--- config.mk ---
export PLATFORM = sky130hd
export DESIGN_NAME = tagged_packet_gate_zero_pad_core
export DESIGN_NICKNAME = d
export VERILOG_FILES = /design/src/hw/rtl/tpgz_pkg.sv /design/src/hw/rtl/tagged_packet_gate_zero_pad_core.sv /design/src/hw/rtl/tpgz_ctrl.sv /design/src/hw/rtl/tpgz_dp.sv
export SDC_FILE = /design/constraint.sdc
export NUM_CORES = 1
export LEC_CHECK = 0
export BUFFER_PORTS_ARGS = -buffer_cell sky130_fd_sc_hd__buf_2
export CAP_MARGIN = 10
export CORE_UTILIZATION = 55
export CTS_CLUSTER_SIZE = 10
export DETAILED_ROUTE_END_ITERATION = 16
export GPL_TIMING_DRIVEN = 0
export PLACE_DENSITY = 0.79
export SLEW_MARGIN = 20
export SYNTH_ARGS = -nofsm -noshare
export SYNTH_HDL_FRONTEND = slang
export SYNTH_SLANG_ARGS = --single-unit
--- constraint.sdc ---
create_clock -name clk -period 5.4 [get_ports clk]
set_clock_uncertainty 0.2 [all_clocks]
set_input_delay 0.81 -clock clk [delete_from_list [all_inputs] [get_ports clk]]
set_output_delay 0.81 -clock clk [all_outputs]
set_load 0.005 [all_outputs]
--- src/hw/rtl/tpgz_pkg.sv ---
// tpgz_pkg: shared types and constants of the tagged packet gate with zero padding
// item structs for both channels, controller/datapath command and status structs
// no dependencies
package tpgz_pkg;

	localparam int SAMPLE_WIDTH = 16;
	localparam int MAX_FRAME    = 64;
	localparam int CNT_W        = 7;

	localparam logic [CNT_W-1:0] FRAME_MAX   = CNT_W'(MAX_FRAME);
	localparam logic [CNT_W-1:0] FRAME_RESET = CNT_W'(MAX_FRAME);
	localparam logic [CNT_W-1:0] CNT_ONE     = CNT_W'(1);

	typedef struct packed {
		logic signed [SAMPLE_WIDTH-1:0] in_i;
		logic signed [SAMPLE_WIDTH-1:0] in_q;
		logic                           start_tag;
		logic                           end_tag;
	} in_item_t;

	typedef struct packed {
		logic signed [SAMPLE_WIDTH-1:0] out_i;
		logic signed [SAMPLE_WIDTH-1:0] out_q;
		logic                           packet_start;
		logic                           is_padding;
		logic                           last_of_run;
	} out_item_t;

	typedef struct packed {
		logic accept;
		logic pad_step;
		logic tail_step;
	} cmd_t;

	typedef struct packed {
		logic slot_free;
		logic do_pad;
		logic pad_more;
		logic in_start;
		logic held_start;
		logic rem_one;
	} sts_t;

endpackage

--- src/hw/rtl/tagged_packet_gate_zero_pad_core.sv ---
// tagged_packet_gate_zero_pad_core: top level of the tagged packet gate with zero padding
// samples enter on the in channel, results leave on the out channel; frame length on cfg
// depends on tpgz_pkg, tpgz_ctrl, tpgz_dp
//
// usage:
//   in channel (in_valid/in_ready/in_data) takes one I/Q sample item with start and
//   end tags; out channel (out_valid/out_ready/out_data) gives result items.
//   cfg channel writes frame_length (clamped to 64); it is always ready and should be written
//   only while no item is in flight.
//   a passed sample appears in the output register in the cycle after it is accepted.
//   throughput is one item per cycle while samples pass or are dropped and out is not
//   stalled; an end tag inside a packet holds the input while the padding zeros after the
//   first go out, and for the held start item if it also starts a packet (tpgz_ctrl).
//   a new item is taken while the previous result is being taken by the receiver;
//   when the receiver stalls, the single output register holds and input stops.
//   reset clears the packet state, the counter and the output valid flag, and sets
//   frame_length to 64.
module tagged_packet_gate_zero_pad_core import tpgz_pkg::*; (
	input  logic             clk,
	input  logic             arst_n,
	input  logic             in_valid,
	output logic             in_ready,
	input  in_item_t         in_data,
	output logic             out_valid,
	input  logic             out_ready,
	output out_item_t        out_data,
	input  logic             cfg_valid,
	output logic             cfg_ready,
	input  logic [CNT_W-1:0] cfg_data
);

	cmd_t cmd;
	sts_t sts;

	assign cfg_ready = 1'b1;

	tpgz_ctrl u_ctrl (
		.clk      (clk),
		.arst_n   (arst_n),
		.in_valid (in_valid),
		.in_ready (in_ready),
		.sts      (sts),
		.cmd      (cmd)
	);

	tpgz_dp u_dp (
		.clk       (clk),
		.arst_n    (arst_n),
		.in_data   (in_data),
		.cfg_valid (cfg_valid),
		.cfg_data  (cfg_data),
		.cmd       (cmd),
		.sts       (sts),
		.out_valid (out_valid),
		.out_ready (out_ready),
		.out_data  (out_data)
	);

endmodule

--- src/hw/rtl/tpgz_ctrl.sv ---
// tpgz_ctrl: controller state machine of the packet gate
// sequences input accept, padding run and the deferred start sample
// depends on tpgz_pkg
module tpgz_ctrl import tpgz_pkg::*; (
	input  logic clk,
	input  logic arst_n,
	input  logic in_valid,
	output logic in_ready,
	input  sts_t sts,
	output cmd_t cmd
);

	typedef enum logic [1:0] {
		ST_ACCEPT,
		ST_PAD,
		ST_TAIL
	} state_t;

	state_t state_q;

	always_comb begin
		in_ready      = 1'b0;
		cmd.accept    = 1'b0;
		cmd.pad_step  = 1'b0;
		cmd.tail_step = 1'b0;
		case (state_q)
			ST_ACCEPT: begin
				in_ready   = sts.slot_free;
				cmd.accept = in_valid && sts.slot_free;
			end
			ST_PAD: begin
				cmd.pad_step = sts.slot_free;
			end
			ST_TAIL: begin
				cmd.tail_step = sts.slot_free;
			end
			default: begin
				in_ready = 1'b0;
			end
		endcase
	end

	always_ff @(posedge clk or negedge arst_n) begin
		if (!arst_n) begin
			state_q <= ST_ACCEPT;
		end else begin
			case (state_q)
				ST_ACCEPT: begin
					if (cmd.accept && sts.do_pad) begin
						if (sts.pad_more) begin
							state_q <= ST_PAD;
						end else if (sts.in_start) begin
							state_q <= ST_TAIL;
						end
					end
				end
				ST_PAD: begin
					if (cmd.pad_step && sts.rem_one) begin
						state_q <= sts.held_start ? ST_TAIL : ST_ACCEPT;
					end
				end
				ST_TAIL: begin
					if (cmd.tail_step) begin
						state_q <= ST_ACCEPT;
					end
				end
				default: begin
					state_q <= ST_ACCEPT;
				end
			endcase
		end
	end

endmodule

--- src/hw/rtl/tpgz_dp.sv ---
// tpgz_dp: datapath of the packet gate
// frame length register, packet state, sample counter, held item and output register
// depends on tpgz_pkg
module tpgz_dp import tpgz_pkg::*; (
	input  logic             clk,
	input  logic             arst_n,
	input  in_item_t         in_data,
	input  logic             cfg_valid,
	input  logic [CNT_W-1:0] cfg_data,
	input  cmd_t             cmd,
	output sts_t             sts,
	output logic             out_valid,
	input  logic             out_ready,
	output out_item_t        out_data
);

	logic [CNT_W-1:0] frame_length_q;
	logic             in_packet_q;
	logic [CNT_W-1:0] count_q;
	logic [CNT_W-1:0] remaining_q;
	logic             st_q;
	logic signed [SAMPLE_WIDTH-1:0] i_q;
	logic signed [SAMPLE_WIDTH-1:0] q_q;
	logic             out_valid_q;
	out_item_t        out_q;

	logic [CNT_W-1:0] flc;
	logic [CNT_W-1:0] pad_n;
	logic             pass;
	logic             emit;

	always_comb begin
		flc   = (frame_length_q > FRAME_MAX) ? FRAME_MAX : frame_length_q;
		pad_n = (flc > count_q) ? flc - count_q : '0;
		pass  = (in_packet_q && !in_data.end_tag) ||
			((!in_packet_q || in_data.end_tag) && in_data.start_tag);
		sts.slot_free  = !out_valid_q || out_ready;
		sts.do_pad     = in_packet_q && in_data.end_tag && (pad_n != '0);
		sts.pad_more   = pad_n > CNT_ONE;
		sts.in_start   = in_data.start_tag;
		sts.held_start = st_q;
		sts.rem_one    = remaining_q == CNT_ONE;
		emit = (cmd.accept && (sts.do_pad || pass)) || cmd.pad_step || cmd.tail_step;
	end

	always_ff @(posedge clk or negedge arst_n) begin
		if (!arst_n) begin
			frame_length_q <= FRAME_RESET;
			in_packet_q    <= 1'b0;
			count_q        <= '0;
			out_valid_q    <= 1'b0;
		end else begin
			if (cfg_valid) begin
				frame_length_q <= cfg_data;
			end
			if (cmd.accept) begin
				if (in_packet_q && in_data.end_tag) begin
					in_packet_q <= in_data.start_tag;
					count_q     <= in_data.start_tag ? CNT_ONE : '0;
				end else if (in_packet_q) begin
					if (count_q < FRAME_MAX) begin
						count_q <= count_q + CNT_ONE;
					end
				end else if (in_data.start_tag) begin
					in_packet_q <= 1'b1;
					count_q     <= CNT_ONE;
				end
			end
			if (emit) begin
				out_valid_q <= 1'b1;
			end else if (out_ready) begin
				out_valid_q <= 1'b0;
			end
		end
	end

	// payload registers
	always_ff @(posedge clk) begin
		if (cmd.accept) begin
			i_q         <= in_data.in_i;
			q_q         <= in_data.in_q;
			st_q        <= in_data.start_tag;
			remaining_q <= pad_n - CNT_ONE;
			if (sts.do_pad) begin
				out_q.out_i        <= '0;
				out_q.out_q        <= '0;
				out_q.packet_start <= 1'b0;
				out_q.is_padding   <= 1'b1;
				out_q.last_of_run  <= (pad_n == CNT_ONE) && !in_data.start_tag;
			end else if (pass) begin
				out_q.out_i        <= in_data.in_i;
				out_q.out_q        <= in_data.in_q;
				out_q.packet_start <= !(in_packet_q && !in_data.end_tag);
				out_q.is_padding   <= 1'b0;
				out_q.last_of_run  <= 1'b1;
			end
		end else if (cmd.pad_step) begin
			remaining_q        <= remaining_q - CNT_ONE;
			out_q.out_i        <= '0;
			out_q.out_q        <= '0;
			out_q.packet_start <= 1'b0;
			out_q.is_padding   <= 1'b1;
			out_q.last_of_run  <= sts.rem_one && !st_q;
		end else if (cmd.tail_step) begin
			out_q.out_i        <= i_q;
			out_q.out_q        <= q_q;
			out_q.packet_start <= 1'b1;
			out_q.is_padding   <= 1'b0;
			out_q.last_of_run  <= 1'b1;
		end
	end

	assign out_valid = out_valid_q;
	assign out_data  = out_q;

endmodule
Word-level counts from Yosys, hierarchy flattened:

Cells that the tools add are included.

* logic and storage cells: 93
* output and inout port bits: 38
* register bits: 93

* order comparisons: 4
* multiplexer cells: 30
* add/subtract/negate cells: 4
* reductions and logical operators: 31
* eq/ne operators: 10

Operators by type and width (number)
* 2-to-1 mux 35 bit: 5
* 2-to-1 mux 7 bit: 8
* == test 7 x 1 -> 1 bit (second input constant): 2
* subtractor 7 x 1 -> 7 bit (second input constant): 2
* 2-to-1 mux 2 bit: 6
* logical AND 1 bit: 10
* 2-to-1 mux 1 bit: 10
* adder 7 x 1 -> 7 bit (second input constant): 1
* greater-than comparator 7 x 1 -> 1 bit (second input constant): 1
* greater-than comparator 7 bit: 1
* greater-than comparator 7 bit (second input constant): 1
* < comparator 7 bit (second input constant): 1
* nonzero test 7 bit: 1
* subtractor 7 bit: 1
* zero test 1 bit: 6
* logical OR 1 bit: 6
* != test 2 x 1 -> 1 bit (second input constant): 3
* != test 3 bit (second input constant): 2
* case mux 2 bit (3 select lines): 1
* nonzero test 3 bit: 2
* AND reduction 4 bit: 1
* nonzero test 2 bit: 2
* != test 3 x 1 -> 1 bit (second input constant): 1
* AND reduction 3 bit: 1
* other kinds (4): 4

Logic depth before layout (Yosys ltp):

* depth after elaboration: 11
* depth in mapped cells: 13
* mapped depth without buffers: 12

Hierarchy:

From an unflattened synthesis, not the netlist that was laid out.

* cells, all modules: 333
* area total of the unflattened synthesis: 4518.1 um^2

By module, submodules not included
* tpgz_dp: sequential area each 2653.8 um^2, times used 1, area each 4361.7 um^2, cells each 317
* tpgz_ctrl: sequential area each 50.0 um^2, times used 1, area each 145.1 um^2, cells each 14
* tagged_packet_gate_zero_pad_core: sequential area each 0.0 um^2, times used 1, area each 11.3 um^2, cells each 2

Worst setup path before layout:

Ideal clock, no wire load.

* path kind: reg-to-reg
* from: reg u_dp.frame_length_q[6]
* to: reg u_dp.out_q, in the netlist u_dp.out_data[0], enable pin
* setup time: 440 ps
* period minus slack after synthesis: 4899 ps
* path slack: 501 ps
* data arrival time: 4259 ps
* required time: 4760 ps
* stages on the path, launching flop included: 12
* path through: dfstp_2 > nor2b_1 > ha_1 > nand4_1 > a21oi_1 > o32a_1 > clkbuf_1 > nand2_1 > ha_1 > a21oi_1 > a211oi_1 > o22ai_1

* cells in the longest elaborated chain, start to end: 8
* elaborated cells on any way between the ends: 9

Ends and longest elaborated chain
* from (decl): RTL line tpgz_dp.sv:17 `logic [CNT_W-1:0] frame_length_q;`
* from (signal assigned): RTL line tpgz_dp.sv:54 `frame_length_q <= cfg_data;`
* greater-than comparator 7 bit: RTL line tpgz_dp.sv:33 `flc = (frame_length_q > FRAME_MAX) ? FRAME_MAX : frame_length_q;`
* 2-to-1 mux 7 bit *: RTL line tpgz_dp.sv:33
* subtractor 7 bit or greater-than comparator 7 bit (tied branches): RTL line tpgz_dp.sv:34 `pad_n = (flc > count_q) ? flc - count_q : '0;`
* 2-to-1 mux 7 bit *: RTL line tpgz_dp.sv:34
* nonzero test 7 bit *: RTL line tpgz_dp.sv:38 `sts.do_pad = in_packet_q && in_data.end_tag && (pad_n != '0);`
* logical AND 1 bit *: RTL line tpgz_dp.sv:38
* != test 3 x 1 -> 1 bit (no line) *
* AND reduction 2 bit (no line) *
* to (decl): RTL line tpgz_dp.sv:25 `out_item_t out_q;`

Mark *: on every way between the ends. The rest lies on a longest branch, timed or not.
A chain may end at the register's enable or synchronous reset.

Worst setup path after layout:

* from: reg u_dp.frame_length_q[6]
* to: reg u_dp.out_q, in the netlist u_dp.out_data[28], enable pin

The elaborated chain is that of the path after synthesis.

==> results.py <==
metrics = {
    "outcome": {
        "run_status": "finished, final reports clean",
    },
    "detailed_routing": {
        "wl_met2_um": 4250,
        "drt-pass1-iter-count": 4,
        "top_layer_used": "met4",
        "wl_met3_um": 503,
        "routed_via_count": 3033,
        "totalWireLength_um": 8540,
        "initialDrtViolationCount": 175,
        "route.detailed.wl_per_inst_um": 16.0,
        "avgViaCountPerCell": 5.69,
        "remaining_drc_errors": 0,
        "antenna_violating_nets_post_route": 0,
        "met1Wirelength_um": 3550,
    },
    "floorplanning": {
        "chipWidth_um": 91.3,
        "boundaryPins": 84,
        "num_rows": 32,
        "initial_core_util_pct": 56.8,
        "die_area_mm2": 0.00834,
        "fp.coreArea_mm2": 0.00773,
        "die-height_um": 91.3,
    },
    "global_route": {
        "overflow": 0,
        "grt_antenna_before_repair": 0,
        "grt_first_pass_wirelength_um": 13600,
        "grt_max_degree": 25,
        "global_route.usage.total_pct": 21.6,
        "grt_pass1_vias": 2962,
    },
    "timing": {
        "setup_violators_final": 0,
        "fin_crit_ns": 4.75,
        "fin_setup_tns_ns": 0,
        "finalMaxSlewViolations": 0,
        "worst_slew_margin_rel_pct": 47.1,
        "slew_at_the_pin_closest_to_its_max_slew_limit_ns": 0.791,
        "fin_crit_sh_pct": 88.0,
        "achievable-frequency_mhz": 210,
        "grt_setup_unrepaired": "no",
        "hold_violations": 0,
    },
    "yosys": {
        "post-synth-top-count-cell": "sky130_fd_sc_hd__edfxtp_1",
        "synth_edf_count": 75,
        "synthFlopType": "sky130_fd_sc_hd__edfxtp_1",
        "syn-num-nets": 393,
        "synthDistinctLibCells": 61,
        "synth_largest_type_area_fraction_pct": 51.3,
        "synth_top_area_cell": "sky130_fd_sc_hd__edfxtp_1",
        "avgSynthCellArea_um2": 13.2,
        "syn_area_mm2": 0.00439,
        "synth_area_leaders": "sky130_fd_sc_hd__edfxtp_1 51%, sky130_fd_sc_hd__dfrtp_1 9.7%, sky130_fd_sc_hd__a22o_1 6.4%",
        "synth.ff_latch_count": 93,
        "ys_top_cells_by_count": "75 x sky130_fd_sc_hd__edfxtp_1, 32 x sky130_fd_sc_hd__a22o_1, 19 x sky130_fd_sc_hd__nor2_1",
        "ys_async_sr_fraction_pct": 19.4,
        "synth_cells": 332,
        "yosysSeqAreaShare_pct": 61.6,
        "yosys_warnings": 0,
    },
    "cts": {
        "clock_path_buffers": 2,
        "cts.reportedPaths.clkPinSlew_ns": 0.10,
        "ctsHtreeMaxLevel": 3,
        "cts_root_buf": "sky130_fd_sc_hd__clkbuf_8",
        "post_cts_resize_count": 0,
        "cts_tree": "yes",
        "clk_latency_ns": 0.36,
        "post_cts_buffers": 0,
        "numClockSinks": 93,
        "ctsHoldBuffers": 0,
        "number_of_buffers_inserted_during_clock_tree_synthesis": 9,
    },
    "critical_path": {
        "worst_setup_path_end_kind": "flip-flop",
        "startpoint_type": "flip-flop",
        "cell_with_the_biggest_individual_delay_on_the_critical_path": "sky130_fd_sc_hd__o32ai_1",
        "cp_top_family": "compound AO/OA/AOI/OAI gates",
        "crit_path_max_fanout": 24,
        "critPathMaxStageDelay_ns": 0.71,
        "cp_data_arrival_time_ns": 4.68,
        "cp_data_required_time_ns": 5.33,
        "critical_path.n_buffers_inverters": 3,
        "cp_cell_sequence": "nor2b_1 -> ha_1 -> a211oi_1 -> nor2_1 -> o32ai_1 -> nor2_1 -> inv_1 -> ha_1 -> inv_1 -> or4b_4 -> a211oi_1 -> o22ai_4 -> buf_16",
        "worst-setup-path-type": "flip-flop to flip-flop",
    },
    "finish": {
        "finish.instance_area_mm2": 0.00520,
        "finish.net_count": 487,
        "antenna-diode-count": 0,
        "area.growth.synth_to_final_pct": 18.6,
        "final_layout_size_suffix_gt1_share_pct": 27.8,
    },
    "run": {
        "drv_cap": 0,
    },
    "placement": {
        "detailed_place_hpwl_um": 6160,
        "gp_routability_congestion": 0.846,
        "post_dp_cell_area_mm2": 0.00499,
        "port_buffers": 81,
    },
    "power": {
        "pwr_density_cell_mw_per_mm2": 557,
        "cellLeakagePower_nw": 2.12,
        "ir_drop_v": 0.000212,
    },
    "hold_path": {
        "worstHoldPathType": "input pin to async pin",
    },
}
## metal layers
metal  track usage (%)  vias up
li1                  -     1460
met4              11.2        0
met5                 0        -
met1              25.3     1453
met2              36.0      102
met3              6.28       18
## per-stage QoR
| step | instances | hold slack [ns] | util, % | worst slack, ns | power, W |
|---|---|---|---|---|---|
| 6_report | 533 | 0.157 | 67.3 | 0.648 | 0.00290 |
| 2_1_floorplan | 332 | 0.273 | - | 0.501 | 0.00200 |
| 3_5_place_dp | 517 | 0.288 | 64.6 | 0.753 | 0.00241 |
| 4_1_cts | 533 | 0.166 | 67.3 | 0.723 | 0.00291 |
| 3_3_place_gp | 515 | 0.283 | 63.7 | -0.553 | 0.00231 |
| 5_1_grt | 533 | 0.191 | 67.3 | 0.462 | 0.00307 |
## cell type report
cell class,instances,area (um^2)
Timing Repair Buffer,83,460
Clock buffer,9,124
Multi-Input combinational cell,210,1560
Buffer,13,77.6
Clock inverter,7,88.8
Sequential cell,93,2700
Inverter,16,60.1
Fill cell,556,2520
Tap cell,102,128
## cell usage in the layout, fill, tap and decap left out, types with 2 or more instances in the layout
master and instances:
sky130_fd_sc_hd__inv_8 3, sky130_fd_sc_hd__nand2_1 18, sky130_fd_sc_hd__nand4_1 2, sky130_fd_sc_hd__edfxtp_1 75, sky130_fd_sc_hd__nor3_1 3, sky130_fd_sc_hd__nor4b_1 2
sky130_fd_sc_hd__o32ai_1 2, sky130_fd_sc_hd__ha_1 14, sky130_fd_sc_hd__clkbuf_8 9, sky130_fd_sc_hd__a21o_1 2, sky130_fd_sc_hd__a21oi_1 12, sky130_fd_sc_hd__nor3b_1 3
sky130_fd_sc_hd__buf_6 3, sky130_fd_sc_hd__nor2b_1 10, sky130_fd_sc_hd__xnor2_1 8, sky130_fd_sc_hd__nand3_1 8, sky130_fd_sc_hd__mux2_2 7, sky130_fd_sc_hd__nand3b_1 4
sky130_fd_sc_hd__a22o_1 32, sky130_fd_sc_hd__clkbuf_1 7, sky130_fd_sc_hd__buf_2 82, sky130_fd_sc_hd__buf_16 2, sky130_fd_sc_hd__and3_1 2, sky130_fd_sc_hd__o211ai_1 3
sky130_fd_sc_hd__or3_1 2, sky130_fd_sc_hd__inv_1 16, sky130_fd_sc_hd__o21ai_0 9, sky130_fd_sc_hd__a2111oi_0 2, sky130_fd_sc_hd__a211oi_1 3, sky130_fd_sc_hd__nor2_1 19
sky130_fd_sc_hd__a31oi_1 4, sky130_fd_sc_hd__nand2b_1 4, sky130_fd_sc_hd__dfrtp_1 17, sky130_fd_sc_hd__xor2_1 6
## kinds of logic (layout without fill, tap and decap cells)
group / count (synthesis) / in the layout / synth area share, %
buffers and inverters: 29 / 128 / 3.11
AND/OR/NAND/NOR: 85 / 85 / 10.4
other: 1 / 1 / 0.0855
multiplexers: 7 / 7 / 1.80
XOR/XNOR: 14 / 14 / 2.79
flip-flops: 93 / 93 / 61.6
adder cells (fa/ha/maj): 15 / 15 / 4.45
AO/OA/AOI/OAI: 88 / 88 / 15.7
## report_power, final
group / internal [W] / switching (W) / total [W] / leakage, nW
Clock: 0.000226 / 0.000271 / 0.000497 / 0.106
Sequential: 0.00115 / 0.0000944 / 0.00125 / 0.936
Combinational: 0.000497 / 0.000657 / 0.00115 / 1.07
Total: 0.00188 / 0.00102 / 0.00290 / 2.12
## flip-flops by register name, indices dropped and copies added (netlist names)
| register | flops |
|---|---|
| u_dp.i_q | 16 |
| u_dp.out_data | 35 |
| u_dp.in_packet_q | 1 |
| u_dp.count_q | 7 |
| u_ctrl.state_q | 2 |
| u_dp.out_valid | 1 |
| u_dp.q_q | 16 |
| u_dp.st_q | 1 |
| u_dp.frame_length_q | 7 |
| u_dp.remaining_q | 7 |
## worst paths after layout
path,start,to,slack (ns),depth (start not counted)
max reg2reg,u_dp.frame_length_q[6],u_dp.out_data[28],0.65,13
min in group clk,u_dp.frame_length_q[3],u_dp.frame_length_q[3],0.31,1
min,arst_n,u_dp.count_q[5],0.16,1
max in group asynchronous,arst_n,u_dp.frame_length_q[6],4.52,1
min reg2reg,u_dp.frame_length_q[3],u_dp.frame_length_q[3],0.31,1
max,u_dp.frame_length_q[6],u_dp.out_data[28],0.65,13
(Power assumes the default switching activity.)
